===== src/tpaq_pkg.sv =====
`timescale 1ns / 1ps
// ----------------------------------------------------------------------------
// tpaq_pkg
// Shared types, constants and tables for the phase/amplitude quantizer.
// ----------------------------------------------------------------------------
package tpaq_pkg;

    localparam int TRANSDUCERS_DEF  = 256;
    localparam int PHASE_LEVELS_DEF = 128;

    // word kinds carried on tuser
    localparam logic MODE_LOAD    = 1'b0;
    localparam logic MODE_CONVERT = 1'b1;

    localparam int IDX_W    = 8;
    localparam int TURN_W   = 16;
    localparam int AMP_W    = 16;
    localparam int DEG_W    = 10;
    localparam int PIN_W    = 8;
    localparam int PBYTE_W  = 8;
    localparam int LVL_W    = 7;
    localparam int SHIFT_W  = 6;
    localparam int FINE_W   = 7;
    localparam int SEARCH_W = 6;

    localparam int IN_DATA_W  = 64;
    localparam int OUT_DATA_W = 24;

    localparam int FINE_STEPS = 64;
    localparam int FINE_SHIFT = 6;

    // degrees -> 1/65536 turn: (mag * 8192 + 22) / 45, via exact reciprocal
    localparam int          DEG_NUM_W   = 23;
    localparam int          RECIP_W     = 24;
    localparam logic [23:0] RECIP_45    = 24'd11930465;
    localparam int          RECIP_SHIFT = 29;
    localparam logic [22:0] DEG_ROUND   = 23'd22;

    // ceil(32768 * sin(k*pi/128)), k = 1..64
    localparam logic [15:0] ASIN_EDGE [0:63] = '{
        16'd805,   16'd1608,  16'd2411,  16'd3212,  16'd4012,  16'd4809,  16'd5603,  16'd6393,
        16'd7180,  16'd7962,  16'd8740,  16'd9513,  16'd10279, 16'd11040, 16'd11794, 16'd12540,
        16'd13279, 16'd14011, 16'd14733, 16'd15447, 16'd16152, 16'd16847, 16'd17531, 16'd18205,
        16'd18869, 16'd19520, 16'd20160, 16'd20788, 16'd21404, 16'd22006, 16'd22595, 16'd23171,
        16'd23733, 16'd24282, 16'd24813, 16'd25331, 16'd25833, 16'd26320, 16'd26791, 16'd27246,
        16'd27685, 16'd28107, 16'd28512, 16'd28899, 16'd29270, 16'd29622, 16'd29957, 16'd30274,
        16'd30573, 16'd30853, 16'd31115, 16'd31358, 16'd31582, 16'd31786, 16'd31972, 16'd32139,
        16'd32286, 16'd32414, 16'd32522, 16'd32611, 16'd32680, 16'd32729, 16'd32759, 16'd32768
    };

    localparam logic [15:0] AMP_ONE = 16'd32768;

    typedef struct packed {
        logic [LVL_W-1:0]   level;
        logic [SHIFT_W-1:0] shift;
    } t_amp_res;

endpackage


===== src/tpaq_deg2turn.sv =====
`timescale 1ns / 1ps
// ----------------------------------------------------------------------------
// tpaq_deg2turn
// Signed degree offset to unsigned 16-bit fraction of a turn, rounded.
// ----------------------------------------------------------------------------
module tpaq_deg2turn (
    input  logic [tpaq_pkg::DEG_W-1:0]  i_deg,
    output logic [tpaq_pkg::TURN_W-1:0] o_turn
);

    localparam int PROD_W = tpaq_pkg::DEG_NUM_W + tpaq_pkg::RECIP_W;

    logic                               neg;
    logic [tpaq_pkg::DEG_W-1:0]         mag;
    logic [tpaq_pkg::DEG_NUM_W-1:0]     num;
    logic [PROD_W-1:0]                  prod;
    logic [tpaq_pkg::TURN_W-1:0]        q;

    assign neg  = i_deg[tpaq_pkg::DEG_W-1];
    assign mag  = neg ? (~i_deg + 1'b1) : i_deg;
    assign num  = {mag, 13'b0} + tpaq_pkg::DEG_ROUND;
    // floor(num / 45), exact for num < 2^23
    assign prod = PROD_W'(num) * PROD_W'(tpaq_pkg::RECIP_45);
    assign q    = prod[tpaq_pkg::RECIP_SHIFT +: tpaq_pkg::TURN_W];
    assign o_turn = neg ? (~q + 1'b1) : q;

endmodule


===== config.mk =====
export PLATFORM = sky130hd
export DESIGN_NAME = tpaq_deg2turn
export DESIGN_NICKNAME = d
export VERILOG_FILES = /design/src/tpaq_pkg.sv /design/src/tpaq_deg2turn.sv
export SDC_FILE = /design/constraint.sdc
export NUM_CORES = 1
export LEC_CHECK = 0
export BUFFER_PORTS_ARGS = -buffer_cell sky130_fd_sc_hd__buf_4
export CAP_MARGIN = 0
export CORE_UTILIZATION = 40
export DETAILED_ROUTE_END_ITERATION = 6
export SLEW_MARGIN = 0
export SYNTH_ARGS = -nofsm -noshare
export SYNTH_HDL_FRONTEND = slang
export SYNTH_SLANG_ARGS = --single-unit

===== constraint.sdc =====
create_clock -name vclk -period 12.75
set_input_delay 2.55 -clock vclk [all_inputs]
set_output_delay 2.55 -clock vclk [all_outputs]
set_load 0.02 [all_outputs]

Word-level counts from Yosys, hierarchy flattened
Cells that the tools add are included.
{ "word_totals": {"regBits": 0, "inputBits": 10, "out_inout_bits": 16, "elab_cells": 8} }
{ "classes": {"addsub": 3, "mul": 1, "mux": 2, "n_bitwise": 2} }
{ "ops": {"columns": ["operator", "n"], "rows": [
  ["$mul 23x24->45 const B", 1],
  ["$add 23x5->23 const B", 1],
  ["$add 16x1->16 const B", 1],
  ["$mux 16", 1],
  ["$not 16->16", 1],
  ["$add 10x1->10 const B", 1],
  ["$mux 10", 1],
  ["$not 10->10", 1]
]} }

Depth between registers and ports, before layout
{ "logic_depth": {"word_depth": 8, "depth_mapped": 31, "mapped_depth_nobuf": 31} }

Least setup slack after synthesis
No wires, ideal clock.
{ "synth_timing": {"path_kind": "input to output", "startpoint": "input i_deg[4] (netlist bit)", "endpoint": "output o_turn[15] (netlist bit)", "arrival_ns": 9.053, "required_ns": 10.200, "setup_slack_ns": 1.147, "cell_stages": 24, "n_path_buf": 0, "cell_sequence": "or4_1 or2_2 nor4b_2 xnor2_1 fa_1 inv_1 fa_1 inv_1 fa_1 inv_1 ha_1 inv_1 ha_1 ha_1 ha_1 a21oi_1 o21ai_0 a2111oi_0 mux2i_1 and3_1 a311o_1 nand4b_4 o41ai_2 xnor2_1"} }
{ "synth_via": {"elab_chain_len": 8} }
{ "synth_lines": {"columns": ["item", "line", "text"], "rows": [
  ["start: declaration", "tpaq_deg2turn.sv:7", "input logic [tpaq_pkg::DEG_W-1:0] i_deg,"],
  ["$not 10->10", "tpaq_deg2turn.sv:20", "assign mag = neg ? (~i_deg + 1'b1) : i_deg;"],
  ["$add 10x1->10", "tpaq_deg2turn.sv:20", null],
  ["$mux 10 (*)", "tpaq_deg2turn.sv:20", null],
  ["$add 23x5->23 (*)", "tpaq_deg2turn.sv:21", "assign num = {mag, 13'b0} + tpaq_pkg::DEG_ROUND;"],
  ["$mul 23x24->45 (*)", "tpaq_deg2turn.sv:23", "assign prod = PROD_W'(num) * PROD_W'(tpaq_pkg::RECIP_45);"],
  ["$not 16->16", "tpaq_deg2turn.sv:25", "assign o_turn = neg ? (~q + 1'b1) : q;"],
  ["$add 16x1->16", "tpaq_deg2turn.sv:25", null],
  ["$mux 16 (*)", "tpaq_deg2turn.sv:25", null],
  ["end: declaration", "tpaq_deg2turn.sv:8", "output logic [tpaq_pkg::TURN_W-1:0] o_turn"]
]} }
Mark *: on every way between the ends. The rest lies on a longest branch, timed or not.

Worst setup path after layout
{ "layout_timing": {"startpoint": "input i_deg[0] (netlist bit)", "endpoint": "output o_turn[15] (netlist bit)"} }
Same word-level chain as after synthesis.

==> flow_metrics.env <==
export IMPL_area_growth_pct=8.31
export IMPL_grt_overflow=0
export IMPL_grt_pass1_wl_um=15300
export IMPL_netlist_instances=499
export IMPL_final_hold_viol_count=0
export IMPL_wl_per_cell_um=13.8
export IMPL_remaining_drc_errors=0
export IMPL_holdCritStartpoint="i_deg[9]"
export IMPL_max_stage_delay_ns=0.57
export IMPL_grt_pass1_vias=3269
export IMPL_grt_total_usage_pct=16.8
export IMPL_num_rows=37
export IMPL_syn_area_mm2=0.00426
export IMPL_synthTopCellsByCount="ha_1 (132), inv_1 (93), nand2_1 (35)"
export IMPL_postCtsHoldBufs=0
export IMPL_synthXorXnorAreaFrac_pct=10.3
export IMPL_io_buffers=26
export IMPL_worstMarginPinSlew_ns=0.726
export IMPL_synth_area_leaders="ha_1 (39%), fa_1 (15%), inv_1 (8.2%), xnor2_1 (7.0%), nand2_1 (3.1%)"
export IMPL_critical_path_top_delay_family="adder cells"
export IMPL_seq_area_um2=0
export IMPL_antenna_found_initial=0
export IMPL_die_h_um=105
export IMPL_drive_gt1_share_pct=8.67
export IMPL_multi_input_area_mm2=0.00389
export IMPL_start_util_pct=41.3
export IMPL_path_class="primary input to output pin"
export IMPL_routed_wl_um=9030
export IMPL_yosys_mux_area_fraction_pct=1.06
export IMPL_dieArea_mm2=0.0111
export IMPL_synth_net_count=672
export IMPL_n_antenna_cell=0
export IMPL_crit_path_end_kind="output pin"
export IMPL_yosys_warnings=0
export IMPL_cp_required_ns=10.20
export IMPL_layout_min_cycle_time_ns=12.25
export IMPL_grt_start_max_net_pins=26
export IMPL_grt_setup_unrepaired="no"
export IMPL_fmax_ghz=0.0816
export IMPL_fin_crit_sh_pct=96.1
export IMPL_syn_avg_cell_area_um2=8.54
export IMPL_die_x_um=105
export IMPL_whs_path_depth=4
export IMPL_seq_area_frac_synth_pct=0
export IMPL_finalMaxSlewViolations=0
export IMPL_final_setup_viol_count=0
export IMPL_via_per_inst=5.25
export IMPL_nFillCells=1026
export IMPL_slowest_stage="fa_1"
export IMPL_synth_top_family_by_area="adder cells"
export IMPL_crit_buf_inv=7
export IMPL_layout_nets=694
export IMPL_setup_tns_ns=0
export IMPL_yosysUniqueCellTypes=55
export IMPL_cp_max_fo=8
export IMPL_clock_buffers=0
export IMPL_yosys_area_top_type="ha_1"
export IMPL_firstDrtPassIters=4
export IMPL_slew_limit_headroom_pct=51.3
export IMPL_antenna_left=0
export IMPL_netlist_area_leader_share_pct=38.8
export IMPL_hpwl_um=8210
export IMPL_max_cap_viol_count=0
export IMPL_hold_class="primary input to output pin"
export IMPL_outcome="complete, no violations"
export IMPL_critPathLaunchType="primary input"
export IMPL_worst_ep_arrival_time_ns=9.70
export IMPL_numSequentialCells=0
export IMPL_synth_fa_ha_area_share_pct=53.3
export IMPL_yosys_area_share_simple_pct=13.3
export IMPL_yosysMostFrequentCell="ha_1"
export IMPL_dr_first_iter_drc_count=120
export IMPL_synth_compound_area_share_pct=13.0
export IMPL_min_to="o_turn[15]"
export IMPL_place_gp_congestion=0.909
export IMPL_vias=3442
export IMPL_core_area_mm2=0.0103
export IMPL_num_io_pins=26
==> worst max-delay path by stage <==
stage,start,cells after the start,to
finish,i_deg[0],28,o_turn[15]
global placement,i_deg[0],29,o_turn[15]
floorplan,i_deg[4],24,o_turn[15]
detailed placement,i_deg[0],29,o_turn[15]
CTS,i_deg[0],29,o_turn[15]
global route,i_deg[0],28,o_turn[15]
==> metal layers <==
| layer | track usage [%] | routed length, µm |
|---|---|---|
| met1 | 24.9 | 4530 |
| met3 | 0.312 | 188 |
| met4 | 0.201 | 0 |
| met2 | 28.6 | 4310 |
| met5 | 0 | 0 |
==> through the flow <==
step	area (µm²)	instances	hold slack [ns]	util, %	setup slack (ns)
after floorplan	4260	499	5.51	-	1.15
after global placement	4600	655	5.62	44.6	0.504
after detailed placement	4600	655	5.62	44.6	0.381
after CTS	4600	655	5.62	44.6	0.390
after global routing	4610	655	5.65	44.7	0.00999
final	4610	655	5.62	44.7	0.501
==> final cells by class <==
| type | instances | share of cell area (%) |
|---|---|---|
| inverters | 93 | 7.57 |
| multi-input cells | 399 | 84.4 |
| well taps | 136 | 3.69 |
| repair buffers | 27 | 4.39 |
==> what timing repair did <==
item                                    4_1_cts  5_1_grt
endpoints found under the setup margin        0       10
setup buffers                                 0        0
gates resized for setup                       0        2
==> logic make-up after synthesis <==
| group | Yosys count |
|---|---|
| adders and majority gates | 163 |
| and+or+nand+nor | 101 |
| buffers and inverters | 100 |
| AOI/OAI and AO/OA | 80 |
| xor gates and xnor gates | 49 |
| muxes | 4 |
| other | 2 |
==> layout by cell type (no fill, tap or decap), types with 5 or more instances in the layout <==
cell	instances
ha_1	132
nor3_1	5
nor2_1	12
and2_1	5
fa_1	31
a21oi_1	24
inv_1	93
o21ai_0	14
and3_1	7
nand3_1	9
xor2_1	14
xnor2_1	34
buf_4	27
nand2_1	35
o31ai_1	5
==> worst min-delay path, stage by stage <==
cell and delay, ns:
buf_4 0.21, o41ai_2 0.09, xnor2_1 0.06, buf_4 0.15
Power is not shown: default switching activity piles up to over one toggle a cycle in this logic, so the estimate is an artifact.
