## config.mk

```make
export PLATFORM = sky130hd
export DESIGN_NAME = tpaq_amp_lvl
export DESIGN_NICKNAME = d
export VERILOG_FILES = /design/src/tpaq_pkg.sv /design/src/tpaq_amp_lvl.sv
export SDC_FILE = /design/constraint.sdc
export NUM_CORES = 1
export LEC_CHECK = 0
export BUFFER_PORTS_ARGS = -buffer_cell sky130_fd_sc_hd__buf_2
export CAP_MARGIN = 5
export CORE_ASPECT_RATIO = 1.5
export CORE_MARGIN = 3
export CORE_UTILIZATION = 35
export DETAILED_ROUTE_END_ITERATION = 8
export PLACE_DENSITY_LB_ADDON = 0.08
export SETUP_SLACK_MARGIN = 0.02
export SLEW_MARGIN = 20
export SYNTH_ARGS = -nofsm -noshare
export SYNTH_HDL_FRONTEND = slang
export SYNTH_SLANG_ARGS = --single-unit
```

## constraint.sdc

```tcl
create_clock -name vclk -period 50.3
set_input_delay 7.545 -clock vclk [all_inputs]
set_output_delay 7.545 -clock vclk [all_outputs]
set_load 0.01 [all_outputs]
```

## src/tpaq_pkg.sv

```systemverilog
`timescale 1ns / 1ps
// ----------------------------------------------------------------------------
// tpaq_pkg
// Shared types, constants and tables for the phase/amplitude quantizer.
// ----------------------------------------------------------------------------
package tpaq_pkg;

    localparam int TRANSDUCERS_DEF  = 256;
    localparam int PHASE_LEVELS_DEF = 128;

    // word kinds carried on tuser
    localparam logic MODE_LOAD    = 1'b0;
    localparam logic MODE_CONVERT = 1'b1;

    localparam int IDX_W    = 8;
    localparam int TURN_W   = 16;
    localparam int AMP_W    = 16;
    localparam int DEG_W    = 10;
    localparam int PIN_W    = 8;
    localparam int PBYTE_W  = 8;
    localparam int LVL_W    = 7;
    localparam int SHIFT_W  = 6;
    localparam int FINE_W   = 7;
    localparam int SEARCH_W = 6;

    localparam int IN_DATA_W  = 64;
    localparam int OUT_DATA_W = 24;

    localparam int FINE_STEPS = 64;
    localparam int FINE_SHIFT = 6;

    // degrees -> 1/65536 turn: (mag * 8192 + 22) / 45, via exact reciprocal
    localparam int          DEG_NUM_W   = 23;
    localparam int          RECIP_W     = 24;
    localparam logic [23:0] RECIP_45    = 24'd11930465;
    localparam int          RECIP_SHIFT = 29;
    localparam logic [22:0] DEG_ROUND   = 23'd22;

    // ceil(32768 * sin(k*pi/128)), k = 1..64
    localparam logic [15:0] ASIN_EDGE [0:63] = '{
        16'd805,   16'd1608,  16'd2411,  16'd3212,  16'd4012,  16'd4809,  16'd5603,  16'd6393,
        16'd7180,  16'd7962,  16'd8740,  16'd9513,  16'd10279, 16'd11040, 16'd11794, 16'd12540,
        16'd13279, 16'd14011, 16'd14733, 16'd15447, 16'd16152, 16'd16847, 16'd17531, 16'd18205,
        16'd18869, 16'd19520, 16'd20160, 16'd20788, 16'd21404, 16'd22006, 16'd22595, 16'd23171,
        16'd23733, 16'd24282, 16'd24813, 16'd25331, 16'd25833, 16'd26320, 16'd26791, 16'd27246,
        16'd27685, 16'd28107, 16'd28512, 16'd28899, 16'd29270, 16'd29622, 16'd29957, 16'd30274,
        16'd30573, 16'd30853, 16'd31115, 16'd31358, 16'd31582, 16'd31786, 16'd31972, 16'd32139,
        16'd32286, 16'd32414, 16'd32522, 16'd32611, 16'd32680, 16'd32729, 16'd32759, 16'd32768
    };

    localparam logic [15:0] AMP_ONE = 16'd32768;

    typedef struct packed {
        logic [LVL_W-1:0]   level;
        logic [SHIFT_W-1:0] shift;
    } t_amp_res;

endpackage

```

## src/tpaq_amp_lvl.sv

```systemverilog
`timescale 1ns / 1ps
// ----------------------------------------------------------------------------
// tpaq_amp_lvl
// Amplitude to arcsine level and half-missing-amplitude phase shift.
// ----------------------------------------------------------------------------
module tpaq_amp_lvl #(
    parameter int PHASE_LEVELS = tpaq_pkg::PHASE_LEVELS_DEF
) (
    input  logic [tpaq_pkg::AMP_W-1:0] i_amp,
    output tpaq_pkg::t_amp_res         o_res
);

    localparam int PROD_W = 13;
    localparam logic [PROD_W-1:0]          HALF_P = PROD_W'(PHASE_LEVELS / 2);
    localparam logic [tpaq_pkg::LVL_W-1:0] HALF_L = tpaq_pkg::LVL_W'(PHASE_LEVELS / 2);

    logic [tpaq_pkg::AMP_W-1:0]    amp_sat;
    logic [tpaq_pkg::SEARCH_W-1:0] cnt;
    logic [tpaq_pkg::SEARCH_W-1:0] cand;
    logic [tpaq_pkg::FINE_W-1:0]   fine;
    logic [PROD_W-1:0]             lvl_prod;
    logic [tpaq_pkg::LVL_W-1:0]    lvl;

    assign amp_sat = (i_amp > tpaq_pkg::AMP_ONE) ? tpaq_pkg::AMP_ONE : i_amp;

    // edges ascend: count of passed edges by binary search
    always_comb begin
        cnt  = '0;
        cand = '0;
        for (int b = tpaq_pkg::SEARCH_W - 1; b >= 0; b--) begin
            cand = cnt | (tpaq_pkg::SEARCH_W'(1) << b);
            if (amp_sat >= tpaq_pkg::ASIN_EDGE[cand - 1'b1]) begin
                cnt = cand;
            end
        end
        if (amp_sat >= tpaq_pkg::ASIN_EDGE[tpaq_pkg::FINE_STEPS-1]) begin
            fine = tpaq_pkg::FINE_W'(tpaq_pkg::FINE_STEPS);
        end else begin
            fine = {1'b0, cnt};
        end
    end

    assign lvl_prod    = PROD_W'(fine) * HALF_P;
    assign lvl         = tpaq_pkg::LVL_W'(lvl_prod >> tpaq_pkg::FINE_SHIFT);
    assign o_res.level = lvl;
    assign o_res.shift = tpaq_pkg::SHIFT_W'((HALF_L - lvl) >> 1);

endmodule

```

* Word-level counts from Yosys, hierarchy flattened
Memories as Yosys holds them, arrays and structs flattened.
Index checks and enable logic that the tools add are counted.
** Storage, ports and cells
- Register bits after elaboration :: 0
- Memory bits (read-only) :: 5120
- Bits of input ports :: 16
- Output and inout port bits :: 13
- Logic and storage cells :: 47
- Memories kept :: 5
** Operators by class
- Add/sub/neg operators :: 6
- $lt $le $gt $ge :: 13
- Multiplexer cells :: 18
- Bitwise gates (word level) :: 5
** Memory list
- (name not given) :: words 64, width 16, rd ports 1, clocked after memory_dff 0, write ports 0, RTL line tpaq_amp_lvl.sv:32 : if (amp_sat >= tpaq_pkg::ASIN_EDGE[cand - 1'b1]) begin
- (name not given) :: words 64, width 16, rd ports 1, clocked after memory_dff 0, write ports 0, RTL line tpaq_amp_lvl.sv:32
- (name not given) :: words 64, width 16, rd ports 1, clocked after memory_dff 0, write ports 0, RTL line tpaq_amp_lvl.sv:32
- (name not given) :: words 64, width 16, rd ports 1, clocked after memory_dff 0, write ports 0, RTL line tpaq_amp_lvl.sv:32
- (name not given) :: words 64, width 16, rd ports 1, clocked after memory_dff 0, write ports 0, RTL line tpaq_amp_lvl.sv:32
** Operators with widths (number)
- $mux 16 :: 11
- $ge 16x16->1 :: 5
- $ge 7x7->1 const B :: 5
- $not 6->7 :: 5
- $sub 6x1->6 const B :: 5
- $ge 16x15->1 const B :: 1
- $ge 16x16->1 const B :: 1
- $gt 16x16->1 const B :: 1
- $mux 7 :: 1
- $sub 7x7->7 const A :: 1
- $mux 6 :: 1
- $mux 5 :: 1
- $mux 4 :: 1
- $mux 3 :: 1
- $mux 2 :: 1
- $mux 1 :: 1

* Depth between registers and ports, before layout
Gate-level depths: netlist (run 1).
- Depth in word-level cells :: 41
- Mapped depth :: 63
- Mapped depth without buffers :: 55

* Least setup slack after synthesis (run 1)
No wires, ideal clock.
- Path kind :: input-to-output
- Start point :: input port i_amp[8] in the netlist's numbering
- End point :: output port o_res[3] in the netlist's numbering
- Arrival :: 19422 ps
- Required time :: 42755 ps
- Setup slack :: 23333 ps
- Cell stages on the path :: 60
- Path buffers :: 8
- Path through :: nor4_1 a31oi_1 o211a_1 o21ai_0 nand2_1 clkbuf_1 buf_1 ha_1 nand4_1 o211a_1 o31ai_1 and2_1 buf_6 inv_4 buf_6 buf_4 ha_1 ha_1 [... 24 more ...] a31oi_1 nor2_1 inv_1 ha_1 buf_2 or3_1 a21oi_1 a311oi_1 o21ai_0 ha_1 a21oi_1 o21ai_0 a311oi_1 o21ai_0 nand2_1 ha_1 nor3b_1 xnor2_1
** RTL lines
- start, declared :: RTL line tpaq_amp_lvl.sv:9 : input logic [tpaq_pkg::AMP_W-1:0] i_amp,
- end, declared :: RTL line tpaq_amp_lvl.sv:10 : output tpaq_pkg::t_amp_res o_res

==> results_dict.tcl, run 1 <==
set metrics [dict create \
    cts_resized 0 \
    numPortBuffers 29 \
    first_pass_iters 5 \
    wirelength_um 10900 \
    netlist_instances 430 \
    mostFrequentLayoutCell "ha_1" \
    post_drt_wl_per_cell_um 19.9 \
    net-switching-power_uw 32.2 \
    finalPower_uw 51.2 \
    rsz0062_at_grt "false" \
    first_global_vias 3213 \
    final_design_area_no_fill_mm2 0.00328 \
    dp_worst_setup_slack_ns 20.78 \
    holdWs_ns 15.55 \
    fin_crit_ns 29.66 \
    synth_cell_types 57 \
    setup-tns-final_ns 0 \
    routed_via_density 6.05 \
    maximum_number_of_pins_on_one_net_before_global_route_repair 43 \
    pwr_density_cell_mw_per_mm2 15.6 \
    routabilityCongestion 0.900 \
    crit_fanout 42 \
    cap_viol_max_count 0 \
    max-slew-margin-rel 0.537 \
    seq_area_um2 0 \
    drt_drc_violations_left 0 \
    antenna_cells 0 \
    cts_setup_buffers 0 \
    drt_first_iter_violations 263 \
    post-route-period-util 0.590 \
    internal_power_uw 19.0 \
    postSynthNetCount 539 \
    mostFrequentLayoutCells "ha_1 (93), nor2_1 (42), nand2_1 (40)" \
    setup.worst_path.start_class "input port" \
    pwr-share-comb 1.000 \
    finish.net_count 552 \
    ir_drop_uv 7.32 \
    final-instance-count-excl-fill 548 \
    avgSynthCellArea_um2 7.14 \
    area_growth_pct 6.81 \
    placed_cell_area_mm2 0.00328 \
    setup-violations-final 0 \
    holdCritPathClass "in -> out" \
    hold_violations 0 \
    dieHeight_um 121 \
    critical_path.max_stage_delay_ns 0.51 \
    synthesis.area_mm2 0.00307 \
    measured_slew_at_the_worst_slew_check_pin_ns 0.691 \
    slowest_cp_cell "ha_1" \
    cellLeakagePower_nw 1.72 \
    netSwitchingFraction 0.629 \
    core_mm2 0.00846 \
    drtAntennaViolNets 0 \
    grt_antenna_before_repair 0 \
    worstSetupPathType "in -> out" \
    dieWidth_um 82.5 \
    routed.top_layer "met4" \
    floorplan.die_area_mm2 0.00995 \
    layout-drive-gt1-share 0.0952 \
    grt_pass1_wl_um 17400 \
    met2_length_um 5980 \
    critPathRequiredTime_ns 42.75 \
    grt_usage 0.226 \
    seq_area_frac_synth 0 \
    timing.final.max_slew_violations 0 \
    met3_wirelength_um 285 \
    dp_cells 548 \
    post_detail_place_hpwl_um 8750 \
    worst_setup_path_end_kind "primary output" \
    clock_buffer_count 0 \
    seq_power_share 0 \
    worstPathArrival_ns 22.11 \
    fmaxAchievable_mhz 33.7 \
    initial_utilization 0.363 \
    routedLengthMet1_um 4290 \
    yosys_warnings 0 \
    post_cts_hold_buffers 0 \
    worst_slack_setup_final_ns 20.64 \
    top_level_ports 29 \
    status "complete, no violations" \
    cpMostUsedCell "ha_1" \
    part_of_the_power_in_the_clock_network 0 \
    core.rowCount 41 \
    layout.sequential_cells 0 \
    overflow 0 \
    layout.core_utilization 0.387 \
    via_count_of_the_routed_design 3315 \
]
[final timing paths]
check       from        end  cells past startpoint
max     i_amp[8]   o_res[3]                     63
min    i_amp[13]  o_res[11]                      4
[cells in the mapped netlist, types with 2 or more instances]
cell	count	area, um2
buf_1	2	7.51
o211a_1	2	20.0
a211o_1	4	35.0
o211ai_1	4	30.0
o21bai_1	2	15.0
nor2_1	42	158
mux2i_1	4	40.0
inv_1	13	48.8
and3_1	3	18.8
nand4_1	7	43.8
a22oi_1	3	22.5
nor2b_1	16	100
o31a_1	2	17.5
nor4_1	3	18.8
buf_2	9	45.0
clkbuf_1	10	37.5
a21oi_1	32	160
or3_1	2	12.5
a31oi_1	8	50.1
ha_1	93	1160
a2bb2oi_1	2	17.5
nor3_1	9	45.0
o22ai_1	3	18.8
o31ai_1	4	30.0
a211oi_1	7	52.6
nor3b_1	2	15.0
a21o_1	18	135
a221oi_1	3	26.3
a311oi_1	4	35.0
xnor2_1	3	26.3
o21ai_0	35	175
nand2b_1	5	31.3
buf_6	3	33.8
nand3_1	9	45.0
nand2_1	40	150
[worst max-delay path: cells and delay by family]
kind	cells	cell delay, ns
xor gates and xnor gates	1	0.14
buffers and inverters	14	3.69
AOI/OAI and AO/OA	23	4.68
adders and majority gates	10	3.27
and+or+nand+nor	15	2.67
[power by group through the flow]
stage	Clock, mW	Combinational (mW)	Sequential (mW)
5_1_grt	0	0.0574	0
6_report	0	0.0512	0
2_1_floorplan	0	0.0363	0
3_5_place_dp	0	0.0511	0
4_1_cts	0	0.0512	0
3_3_place_gp	0	0.0510	0
[per-layer routing]
metal / GRT usage / up-vias
li1: - / 1640
met1: 0.269 / 1552
met2: 0.426 / 98
met3: 0.00522 / 25
met4: 0.0593 / 0
met5: 0 / -
[cell type report]
type | count | area, um2
fillers | 949 | 5190
multi-input cells | 390 | 2890
well taps | 107 | 134
inverters | 15 | 58.8
repair buffers | 36 | 198
[cells by family (layout without fill, tap and decap cells)]
group	after synthesis	after routing	share of synthesized area
AND/OR/NAND/NOR	144	144	0.223
multiplexers	5	5	0.0167
adder cells (fa/ha/maj)	93	93	0.379
AO/OA/AOI/OAI	145	145	0.310
buffers and inverters	40	51	0.0620
XOR/XNOR	3	3	0.00856
(Power assumes the default switching activity.)
==> inputs of run 2 (changes only) <==
==> constraint.sdc (replaced) <==
create_clock -name vclk -period 27
set_input_delay 4.05 -clock vclk [all_inputs]
set_output_delay 4.05 -clock vclk [all_outputs]
set_load 0.01 [all_outputs]
==> results_dict.tcl, run 2 (synthesized netlist as in run 1, its figures left out) <==
set metrics [dict create \
    status "complete, no violations" \
    setup-violations-final 0 \
    critPathCapture "o_res[3]" \
    crit_start "i_amp[15]" \
    clock_buffer_count 0 \
    rsz0062_at_grt "false" \
    drtAntennaViolNets 0 \
    worstSetupPathType "in -> out" \
    wirelength_um 10700 \
    crit_fanout 46 \
    grt_pass1_wl_um 16500 \
    layout-drive-gt1-share 0.0952 \
    routed_via_density 5.97 \
    numPortBuffers 29 \
    maximum_number_of_pins_on_one_net_before_global_route_repair 47 \
    timing.final.max_slew_violations 0 \
    drt_drc_violations_left 0 \
    layout.core_utilization 0.387 \
    worstPathArrival_ns 18.48 \
    cellLeakagePower_nw 1.72 \
    mostFrequentLayoutCells "ha_1 (93), nor2_1 (42), nand2_1 (40)" \
    measured_slew_at_the_worst_slew_check_pin_ns 0.738 \
    dieHeight_um 121 \
    grt_antenna_before_repair 0 \
    final-instance-count-excl-fill 548 \
    post_cts_hold_buffers 0 \
    fin_crit_ns 22.53 \
    holdCritPathClass "in -> out" \
    dieWidth_um 82.5 \
    worst_setup_path_end_kind "primary output" \
    cap_viol_max_count 0 \
    ir_drop_uv 11.9 \
    mostFrequentLayoutCell "ha_1" \
    top_level_ports 29 \
    critical_path.max_stage_delay_ns 0.53 \
    finish.net_count 552 \
    setup.worst_path.start_class "input port" \
    fmaxAchievable_mhz 44.4 \
    cts_resized 0 \
    via_count_of_the_routed_design 3269 \
    post_drt_wl_per_cell_um 19.4 \
    pwr_density_cell_mw_per_mm2 28.6 \
    grt_usage 0.216 \
    overflow 0 \
    first_global_vias 3095 \
    seq_area_um2 0 \
    dp_cells 548 \
    floorplan.die_area_mm2 0.00995 \
    cts_setup_buffers 0 \
    max-slew-margin-rel 0.507 \
    routabilityCongestion 0.888 \
    initial_utilization 0.363 \
    holdWs_ns 8.55 \
    critPathRequiredTime_ns 22.95 \
    layout.sequential_cells 0 \
    setup-tns-final_ns 0 \
    core.rowCount 41 \
    first_pass_iters 5 \
    core_mm2 0.00846 \
    post_detail_place_hpwl_um 8190 \
    drt_first_iter_violations 313 \
    slowest_cp_cell "nor2b_1" \
    cpMostUsedCell "ha_1" \
    area_growth_pct 6.81 \
    hold_violations 0 \
    antenna_cells 0 \
    post-route-period-util 0.834 \
]
==> run 2: cell counts in the layout (fill, tap and decap cells not counted) <==
Identical to the previous run, type by type.
==> run 2: worst max-delay path, delay by kind of cell <==
kind / cells / cell delay, ns
compound gates: 24 / 4.80
xor+xnor: 1 / 0.15
fa+ha+maj: 10 / 3.48
buf+inv: 13 / 3.78
simple gates: 12 / 2.09
==> run 2: routing by layer <==
metal	up-vias	wire length [um]	track usage	part of all wire
met5	-	0	0	0
met4	0	270	0.0468	0.025
met3	16	342	0.00745	0.032
met2	85	5670	0.402	0.53
met1	1535	4370	0.265	0.41
li1	1633	-	-	-
==> run 2: how the worst min path moves through the flow <==
stage          cells after the start        end  slack (ns)       from
4_1_cts                            2  o_res[12]        8.56  i_amp[15]
5_1_grt                            2  o_res[12]        8.59  i_amp[15]
6_report                           4  o_res[11]        8.55  i_amp[13]
2_1_floorplan                      2  o_res[11]        8.31  i_amp[13]
3_3_place_gp                       2  o_res[12]        8.56  i_amp[15]
3_5_place_dp                       2  o_res[12]        8.56  i_amp[15]
==> run 2: layout make-up <==
type	instances	area [um2]
Inverter	15	58.8
Multi-Input combinational cell	390	2890
Timing Repair Buffer	36	198
Fill cell	935	5190
Tap cell	107	134
==> run 2: power breakdown <==
| group | switching (mW) | internal, mW |
|---|---|---|
| sequential | 0 | 0 |
| clock | 0 | 0 |
| combinational | 0.0582 | 0.0354 |
| total | 0.0582 | 0.0354 |
==> run 2: per-stage QoR <==
step | total power [mW] | setup WS (ns) | instance area [um2]
after global routing | 0.105 | 3.27 | 3280
final | 0.0936 | 4.47 | 3280
after CTS | 0.0937 | 4.45 | 3280
after global placement | 0.0927 | 4.63 | 3280
after detailed placement | 0.0933 | 4.48 | 3280
after floorplan | 0.0677 | 7.02 | 3070
==> inputs of run 3 (changes only) <==
==> constraint.sdc (replaced) <==
create_clock -name vclk -period 19.73
set_input_delay 2.9595 -clock vclk [all_inputs]
set_output_delay 2.9595 -clock vclk [all_outputs]
set_load 0.01 [all_outputs]
==> results_dict.tcl, run 3 (synthesized netlist as in run 1, its figures left out) <==
set metrics [dict create \
    crit_fanout 38 \
    finish.net_count 557 \
    initial_utilization 0.363 \
    worstSetupPathType "in -> out" \
    busiest_layer "met2" \
    pwr_density_cell_mw_per_mm2 39.5 \
    post_cts_hold_buffers 0 \
    first_pass_iters 5 \
    critPathRequiredTime_ns 16.77 \
    post-route-period-util 0.949 \
    routabilityCongestion 0.833 \
    worstHoldEndpoint "o_res[11]" \
    mostFrequentLayoutCell "ha_1" \
    core_mm2 0.00846 \
    worstPathArrival_ns 15.76 \
    seq_area_um2 0 \
    grt_pass1_wl_um 17400 \
    numPortBuffers 29 \
    drt_first_iter_violations 326 \
    post_detail_place_hpwl_um 8760 \
    grt.met2_usage 0.406 \
    ir_drop_uv 22.6 \
    grt_usage 0.228 \
    dieHeight_um 121 \
    status "complete, no violations" \
    cpMostUsedCell "ha_1" \
    met1_usage 0.279 \
    critical_path.max_stage_delay_ns 0.51 \
    clock_buffer_count 0 \
    placed_cell_area_mm2 0.00331 \
    overflow 0 \
    setup-violations-final 0 \
    setup.worst_path.start_class "input port" \
    num-fill-cells 940 \
    fmaxAchievable_mhz 53.4 \
    drt_drc_violations_left 0 \
    worst_slack_setup_final_ns 1.01 \
    worst_setup_path_end_kind "primary output" \
    crit_start "i_amp[8]" \
    grt_antenna_before_repair 0 \
    max-slew-margin-rel 0.552 \
    holdCritStartpoint "i_amp[13]" \
    dp_worst_setup_slack_ns 0.424 \
    final_design_area_no_fill_mm2 0.00333 \
    first_global_vias 3182 \
    core.rowCount 41 \
    worstHoldPathCells 4 \
    hold_violations 0 \
    cap_viol_max_count 0 \
    fin_crit_ns 18.72 \
    layout.sequential_cells 0 \
    top_level_ports 29 \
    floorplan.die_area_mm2 0.00995 \
    rsz0062_at_grt "false" \
    post_drt_wl_per_cell_um 20.0 \
    wirelength_um 11100 \
    routed_via_density 5.97 \
    mostFrequentLayoutCells "ha_1 (93), nor2_1 (42), nand2_1 (40)" \
    slowest_cp_cell "a211oi_1" \
    area_growth_pct 8.52 \
    measured_slew_at_the_worst_slew_check_pin_ns 0.671 \
    layout-drive-gt1-share 0.110 \
    maximum_number_of_pins_on_one_net_before_global_route_repair 39 \
    cellLeakagePower_nw 1.74 \
    drtAntennaViolNets 0 \
    antenna_cells 0 \
    dieWidth_um 82.5 \
    holdCritPathClass "in -> out" \
    via_count_of_the_routed_design 3303 \
    timing.final.max_slew_violations 0 \
    met3_track_demand_over_resource_in_global_routing 0.00745 \
]
## run 3: changes by cell type in the layout (fill, tap and decap cells not counted)
| cell | change |
|---|---|
| clkinv_1 | -1 |
| o21ai_1 | -1 |
| buf_4 | +5 |
| clkinvlp_4 | +1 |
| o21ai_4 | +1 |
## run 3: cell type report
type                       count  area [um2]  share of cell area
inverter                      15        62.6              0.0188
multi-input combinational    390        2900               0.870
tap                          107         134              0.0402
timing repair buffer          41         235              0.0706
## run 3: worst max-delay path by stage
stage / slack, ns / end
floorplan: 1.93 / o_res[3]
global placement: -0.28 / o_res[4]
detailed placement: 0.42 / o_res[3]
CTS: 0.38 / o_res[3]
global route: 0.11 / o_res[3]
finish: 1.01 / o_res[3]
## run 3: what timing repair did
item                       4_1_cts  5_1_grt
resized for setup                0        2
buffers inserted                 0        1
hold endpoints to repair         0        0
setup endpoints to repair        0        7
## run 3: metrics by stage
step / TNS, ns / std cells / utilization / hold slack, ns / power (mW)
5_1_grt: 0 / 553 / 0.393 / 6.43 / 0.147
4_1_cts: 0 / 552 / 0.391 / 6.40 / 0.130
3_3_place_gp: -0.710 / 552 / 0.391 / 6.40 / 0.129
2_1_floorplan: 0 / 430 / - / 6.13 / 0.0927
3_5_place_dp: 0 / 552 / 0.391 / 6.40 / 0.130
6_report: 0 / 553 / 0.393 / 6.39 / 0.132
## run 3: worst max-delay path, delay by kind of cell
family	cells	cell delay (ns)
AO/OA/AOI/OAI	25	5.27
adder cells (fa/ha/maj)	10	3.04
AND/OR/NAND/NOR	14	2.28
buffers and inverters	9	2.01
XOR/XNOR	1	0.14
## run 3: metal layers
metal / vias up / share of wire
li1: 1634 / -
met1: 1536 / 0.41
met2: 102 / 0.51
met3: 31 / 0.030
met4: 0 / 0.046
met5: - / 0
## run 3: power by group
part | internal (mW) | total [mW] | switching [mW]
registers | 0 | 0 | 0
logic | 0.0497 | 0.132 | 0.0819
clock network | 0 | 0 | 0
